[config.mk]
export PLATFORM = sky130hd
export DESIGN_NAME = bba_ctrl
export DESIGN_NICKNAME = d
export VERILOG_FILES = /design/src/hw/rtl/bba_pkg.sv /design/src/hw/rtl/bba_ctrl.sv
export SDC_FILE = /design/constraint.sdc
export NUM_CORES = 1
export LEC_CHECK = 0
export ABC_AREA = 1
export BUFFER_PORTS_ARGS = -buffer_cell sky130_fd_sc_hd__buf_2
export CORE_AREA = 5 5 42 44
export CTS_CLUSTER_SIZE = 10
export DETAILED_ROUTE_END_ITERATION = 8
export DIE_AREA = 0 0 47 49
export PLACE_DENSITY = 0.58
export SETUP_SLACK_MARGIN = 0.2
export SYNTH_ARGS = -nofsm -noshare
export SYNTH_HDL_FRONTEND = slang
export SYNTH_SLANG_ARGS = --single-unit
export TNS_END_PERCENT = 20
[constraint.sdc]
create_clock -name clk -period 2 [get_ports clk]
set_input_delay 0.1 -clock clk [delete_from_list [all_inputs] [get_ports clk]]
set_output_delay 0.1 -clock clk [all_outputs]
set_load 0.01 [all_outputs]
[src/hw/rtl/bba_pkg.sv]
// shared types, constants and bit helpers of the bitmap block allocator
`timescale 1ns / 1ps
`default_nettype none

package bba_pkg;

  localparam int NUM_BITS_DEF = 4096;

  localparam int OPC_W  = 3;
  localparam int BIT_W  = 12;
  localparam int BYTE_W = 9;
  localparam int VAL_W  = 8;
  localparam int CNT_W  = 13;

  typedef enum logic [OPC_W-1:0] {
    OP_LOAD   = 3'd0,
    OP_RESCAN = 3'd1,
    OP_READ   = 3'd2,
    OP_SET    = 3'd3,
    OP_CLEAR  = 3'd4,
    OP_ALLOC  = 3'd5
  } op_t;

  typedef struct packed {
    logic accept;
    logic commit;
    logic scan_start;
    logic out_load;
    logic out_direct;
  } bba_cmd_t;

  typedef struct packed {
    logic need_scan;
    logic scan_end;
  } bba_stat_t;

  function automatic logic [3:0] zeros_in(input logic [7:0] b);
    logic [3:0] n;
    n = '0;
    for (int i = 0; i < 8; i++) begin
      if (!b[i]) n = n + 4'd1;
    end
    return n;
  endfunction

  function automatic logic [2:0] lowest_zero(input logic [7:0] b);
    logic [2:0] k;
    logic       hit;
    k   = '0;
    hit = 1'b0;
    for (int i = 0; i < 8; i++) begin
      if (!b[i] && !hit) begin
        k   = 3'(i);
        hit = 1'b1;
      end
    end
    return k;
  endfunction

endpackage

`default_nettype wire

[src/hw/rtl/bba_ctrl.sv]
// sequencing state machine and handshakes of the bitmap block allocator
`timescale 1ns / 1ps
`default_nettype none

module bba_ctrl import bba_pkg::*; (
  input  logic      clk,
  input  logic      rst_n,
  input  logic      in_valid,
  output logic      in_ready,
  output logic      out_valid,
  input  logic      out_ready,
  input  bba_stat_t st,
  output bba_cmd_t  cmd
);

  typedef enum logic [3:0] {
    ST_IDLE = 4'b0001,
    ST_EXEC = 4'b0010,
    ST_SCAN = 4'b0100,
    ST_DONE = 4'b1000
  } state_t;

  state_t state_r, state_nxt;
  logic   out_valid_r, out_valid_nxt;
  logic   out_free;

  assign out_free = !out_valid_r || out_ready;
  assign in_ready = (state_r == ST_IDLE);

  always_comb begin
    state_nxt = state_r;
    cmd       = '0;
    unique case (state_r)
      ST_IDLE: begin
        if (in_valid) begin
          cmd.accept = 1'b1;
          state_nxt  = ST_EXEC;
        end
      end
      ST_EXEC: begin
        // search or rescan runs before the result; otherwise hold until the slot frees
        if (st.need_scan) begin
          cmd.commit     = 1'b1;
          cmd.scan_start = 1'b1;
          state_nxt      = ST_SCAN;
        end else if (out_free) begin
          cmd.commit     = 1'b1;
          cmd.out_load   = 1'b1;
          cmd.out_direct = 1'b1;
          state_nxt      = ST_IDLE;
        end
      end
      ST_SCAN: begin
        if (st.scan_end) state_nxt = ST_DONE;
      end
      ST_DONE: begin
        if (out_free) begin
          cmd.out_load = 1'b1;
          state_nxt    = ST_IDLE;
        end
      end
      default: state_nxt = ST_IDLE;
    endcase
  end

  always_comb begin
    if (cmd.out_load) out_valid_nxt = 1'b1;
    else if (out_ready) out_valid_nxt = 1'b0;
    else out_valid_nxt = out_valid_r;
  end

  always_ff @(posedge clk) begin
    if (!rst_n) begin
      state_r     <= ST_IDLE;
      out_valid_r <= 1'b0;
    end else begin
      state_r     <= state_nxt;
      out_valid_r <= out_valid_nxt;
    end
  end

  assign out_valid = out_valid_r;

  a_no_overwrite: assert property (@(posedge clk) disable iff (!rst_n)
    cmd.out_load |-> (!out_valid_r || out_ready))
    else $error("result register loaded while a result still waits");

  a_scan_end_in_scan: assert property (@(posedge clk) disable iff (!rst_n)
    st.scan_end |-> (state_r == ST_SCAN))
    else $error("scan finished outside the scan state");

  a_accept_to_exec: assert property (@(posedge clk) disable iff (!rst_n)
    cmd.accept |=> (state_r == ST_EXEC))
    else $error("accepted transfer not followed by execute");

endmodule

`default_nettype wire

## Word level (Yosys, flattened, before mapping)

Cells that the tools add are included.

- ROM bits: 0
- Memories kept: 0
- Register bits after elaboration: 5
- Word-level logic and storage cells: 29
- Memory bits (writable): 0
- Input port bits: 6
- Bits in latches: 0

- Multipliers: 0
- $add $sub $neg: 0
- Muxes and demuxes: 17
- Shift operators: 0
- Bitwise logic cells: 0
- Reductions and logical operators: 4
- Magnitude comparators: 0
- Div/mod/pow operators: 0
- Equal/unequal tests: 6

Operator list:

| kind | count |
|---|---|
| 4-bit 2-to-1 mux | 4 |
| 4-bit one-hot mux with 4 select lines | 1 |
| 1-bit 2-to-1 mux | 8 |
| 2-bit 2-to-1 mux | 3 |
| 4-bit by 1-bit == test with 1-bit output (second input constant) | 1 |
| 4-bit by 2-bit == test with 1-bit output (second input constant) | 1 |
| 4-bit by 3-bit == test with 1-bit output (second input constant) | 1 |
| 4-bit == test (second input constant) | 1 |
| 2-bit != test (second input constant) | 2 |
| 1-bit one-hot mux with 2 select lines | 1 |
| 2-bit AND reduction | 1 |
| 2-bit nonzero test | 1 |
| 1-bit logical NOT | 1 |
| 1-bit logical OR | 1 |

## Longest topological paths before layout

- Word-level depth: 6
- Mapped depth: 7
- Mapped depth without buffers: 7

## Least setup slack after synthesis

No wires, ideal clock.

- Kind: flip-flop to output port
- Start: reg state_r[1]
- End: out cmd[1] in the netlist's numbering
- Arrival: 877 ps
- Buffers on the path: 1
- Setup slack: 1023 ps
- Cell stages (with the launch flop): 8
- Cells stage by stage: dfxtp_1 -> inv_2 -> nor2_1 -> nand3_1 -> nand2_1 -> nand2_1 -> inv_1 -> buf_4

RTL lines:

| element | RTL line | text |
|---|---|---|
| start: declaration | bba_ctrl.sv:23 | `state_t state_r, state_nxt;` |
| start signal: assignment | bba_ctrl.sv:77 | `state_r <= state_nxt;` |
| end: declaration | bba_ctrl.sv:13 | `output bba_cmd_t cmd` |

==> impl_metrics.prom <==
# TYPE chip_impl_metric gauge
chip_impl_info{name="run_status",value="finished clean"} 1
chip_impl_metric{name="floorplan.die.height",unit="um"} 49
chip_impl_metric{name="power_density_relative_to_cell_area",unit="nW/um^2"} 754.8
chip_impl_metric{name="finalWorstPathRequiredPeriod",unit="ns"} 1.333
chip_impl_info{name="tritoncts",value="built"} 1
chip_impl_metric{name="routed_wl",unit="um"} 855
chip_impl_metric{name="antenna_cells_inserted",unit=""} 0
chip_impl_metric{name="synthesis.area_per_instance",unit="sq um"} 5.259
chip_impl_info{name="setup.worst_path.end_class",value="output pin"} 1
chip_impl_metric{name="cts_inserted_buffers",unit=""} 3
chip_impl_metric{name="comb_power_share",unit="%"} 32.2
chip_impl_metric{name="global_route.overflow_total",unit=""} 0
chip_impl_metric{name="synth_seq_area_share",unit="%"} 27.59
chip_impl_info{name="timing.hold.worst.class",value="primary input to flip-flop"} 1
chip_impl_metric{name="post_layout_nonfiller_instances",unit=""} 100
chip_impl_metric{name="maxSlewHeadroom",unit="%"} 87.04
chip_impl_metric{name="power.static_leakage",unit="nW"} 0.3022
chip_impl_metric{name="maxCapViolCount",unit=""} 0
chip_impl_metric{name="detail_route.drc_violations",unit=""} 0
chip_impl_metric{name="drt_iter0_drcs",unit=""} 6
chip_impl_metric{name="numPlacedInstances",unit=""} 96
chip_impl_metric{name="drive_gt1_share",unit="%"} 23.81
chip_impl_metric{name="number_of_clock_sinks",unit=""} 5
chip_impl_metric{name="tot_gr_track_use",unit="%"} 9.373
chip_impl_metric{name="setup_total_negative_slack",unit="ns"} 0
chip_impl_metric{name="wire_per_inst",unit="um"} 8.550
chip_impl_metric{name="hold_violations",unit=""} 0
chip_impl_metric{name="report.final.setup_viol",unit=""} 0
chip_impl_info{name="crit_path_frequent_cell",value="nand2_1"} 1
chip_impl_metric{name="utilization",unit="%"} 32.95
chip_impl_metric{name="area_delta_synth_final",unit="%"} 27.24
chip_impl_info{name="final_cell_mix",value="18 x nand2_1, 17 x nor2_1, 14 x inv_1"} 1
chip_impl_metric{name="detailedRoute.firstPassIterationCount",unit=""} 4
chip_impl_metric{name="start_util",unit="%"} 25.89
chip_impl_metric{name="finalCritPeriodShare",unit="%"} 66.66
chip_impl_metric{name="pwr-share-clk",unit="%"} 33.2
chip_impl_metric{name="skew",unit="ns"} 0.001339
chip_impl_info{name="layout.cells.most_common",value="nand2_1"} 1
chip_impl_metric{name="grt_pass1_wl",unit="um"} 1566
chip_impl_metric{name="critical_path_required",unit="ns"} 1.90
chip_impl_info{name="worstPathCellList",value="inv_2 -> nor2_1 -> nand3_1 -> nand2_1 -> nand2_1 -> inv_1 -> buf_2"} 1
chip_impl_metric{name="antenna_found_initial",unit=""} 0
chip_impl_info{name="cts_root_buffer",value="clkbuf_4"} 1
chip_impl_metric{name="die-width",unit="um"} 47
chip_impl_metric{name="number_of_nets_in_the_layout",unit=""} 91
chip_impl_metric{name="post_synth_inst_count",unit=""} 69
chip_impl_metric{name="ant_nets",unit=""} 0
chip_impl_metric{name="timing_max_transition_violations_final",unit=""} 0
chip_impl_metric{name="whs_path_depth",unit=""} 3
chip_impl_metric{name="detailroute.via_count",unit=""} 403
chip_impl_metric{name="synth.cell_area",unit="sq um"} 362.8
chip_impl_info{name="crit_start_category",value="flip-flop"} 1
chip_impl_metric{name="place_congestion",unit=""} 0.8477
chip_impl_metric{name="rr_worst_depth",unit=""} 6
chip_impl_metric{name="register_clock_pin_slew_on_the_reported_worst_setup_and_hold_paths",unit="ns"} 0.04
chip_impl_metric{name="grt_start_max_net_pins",unit=""} 6
chip_impl_info{name="ws_path_type",value="flip-flop to output pin"} 1
chip_impl_metric{name="first_global_vias",unit=""} 397
chip_impl_metric{name="power.switching",unit="W"} 0.0001196
chip_impl_metric{name="power.share.switching",unit="%"} 34.33
chip_impl_metric{name="cts-hold-fix-buffers",unit=""} 0
chip_impl_metric{name="area_enclosed_by_the_die_boundary",unit="sq um"} 2303
chip_impl_metric{name="clkLatencyLatePin",unit="ns"} 0.24
chip_impl_metric{name="worst-endpoint-arrival",unit="ns"} 1.23
chip_impl_metric{name="core_area",unit="sq um"} 1401
chip_impl_metric{name="crit_fanout",unit=""} 4
chip_impl_metric{name="intPower",unit="W"} 0.0002289
chip_impl_metric{name="synthDistinctLibCells",unit=""} 11
chip_impl_metric{name="timing.fmax",unit="GHz"} 0.7501
chip_impl_metric{name="cp_max_stage_delay",unit="ns"} 0.38
chip_impl_metric{name="hpwl",unit="um"} 737.1
chip_impl_metric{name="vias_per_cell",unit=""} 4.030
chip_impl_metric{name="clockBufferDepth",unit=""} 2
chip_impl_metric{name="port_buffers",unit=""} 12
chip_impl_info{name="worst_path_max_delay_cell",value="dfxtp_1"} 1
chip_impl_info{name="setup_repair_after_global_routing_missed_its_margin",value="false"} 1
chip_impl_metric{name="share_seq_of_total_power",unit="%"} 34.6
chip_impl_metric{name="postCtsSetupRepairBufs",unit=""} 0
chip_impl_metric{name="tightest_slew",unit="ns"} 0.1937
chip_impl_metric{name="cts.htree.levels",unit=""} 1
chip_impl_metric{name="synth-seq-cells",unit=""} 5
chip_impl_metric{name="ctsResizeCount",unit=""} 0
chip_impl_metric{name="postSynthNetCount",unit=""} 75
chip_impl_metric{name="i_o_pin_count",unit=""} 13
chip_impl_metric{name="ys.warnings.count",unit=""} 0
chip_impl_metric{name="placementRows",unit=""} 14
chip_impl_metric{name="peakVddDrop",unit="V"} 0.0003260
==> registers in the layout, indices dropped and copies added (netlist names) <==
name and cells:
state_r 4, out_valid 1
==> power groups by stage <==
stage                     clock [W]  sequential [W]  combinational [W]
after floorplan                   0        0.000120          0.0000808
after global placement            0        0.000121           0.000114
after detailed placement          0        0.000122           0.000114
after CTS                  0.000119        0.000121           0.000115
after global routing       0.000124        0.000122           0.000132
final                      0.000116        0.000121           0.000112
==> cell type report <==
| type | instances | area [sq um] |
|---|---|---|
| well taps | 16 | 20.02 |
| flip-flops and latches | 5 | 100.1 |
| multi-input cells | 46 | 191.4 |
| inverters | 17 | 63.81 |
| repair buffers | 12 | 60.06 |
| fillers | 169 | 939.7 |
| clock buffers | 4 | 26.28 |
==> final timing paths <==
check             slack [ns]  startpoint         end
setup / recovery        0.67  state_r[1]      cmd[1]
hold / removal          0.14       rst_n  state_r[1]
setup reg to reg        0.96  state_r[3]  state_r[3]
hold reg to reg         0.57   out_valid  state_r[0]
==> synthesized netlist by cell type (all sizes together) <==
library cell / n / area share [%]
o21bai: 1 / 2.1
buf: 1 / 2.1
dfxtp: 5 / 28
nor2: 18 / 19
nand3: 6 / 8.3
nand2: 19 / 20
inv: 17 / 18
a21oi: 2 / 2.8
==> metal layers <==
layer	GRT usage [%]	part of all wire [%]	up-vias
met4	5.530	3.3	0
met5	0	0	-
li1	-	-	228
met2	14.25	48	9
met3	4.428	6.8	4
met1	10.13	42	162
==> kinds of logic after synthesis <==
family,Yosys count,synth area share [%]
simple gates,43,47.93
flops,5,27.59
compound gates,3,4.828
buf+inv,18,19.66
==> worst max-delay path: cells and delay by family, from the launching register on <==
family	cells	cell delay [ns]
buffers and inverters	3	0.22
DFF	1	0.38
and+or+nand+nor	4	0.40
==> per-stage QoR <==
stage | hold WS (ns) | area (sq um) | setup slack (ns) | power, W
floorplan | 0.2456 | 362.8 | 1.023 | 0.0002008
global placement | 0.3941 | 435.4 | 0.9392 | 0.0002358
detailed placement | 0.3950 | 435.4 | 0.9179 | 0.0002367
CTS | 0.1423 | 461.7 | 0.6589 | 0.0003547
global route | 0.1621 | 461.7 | 0.5478 | 0.0003772
finish | 0.1417 | 461.7 | 0.6668 | 0.0003485
No activity file was read; power rests on OpenSTA's default activity.
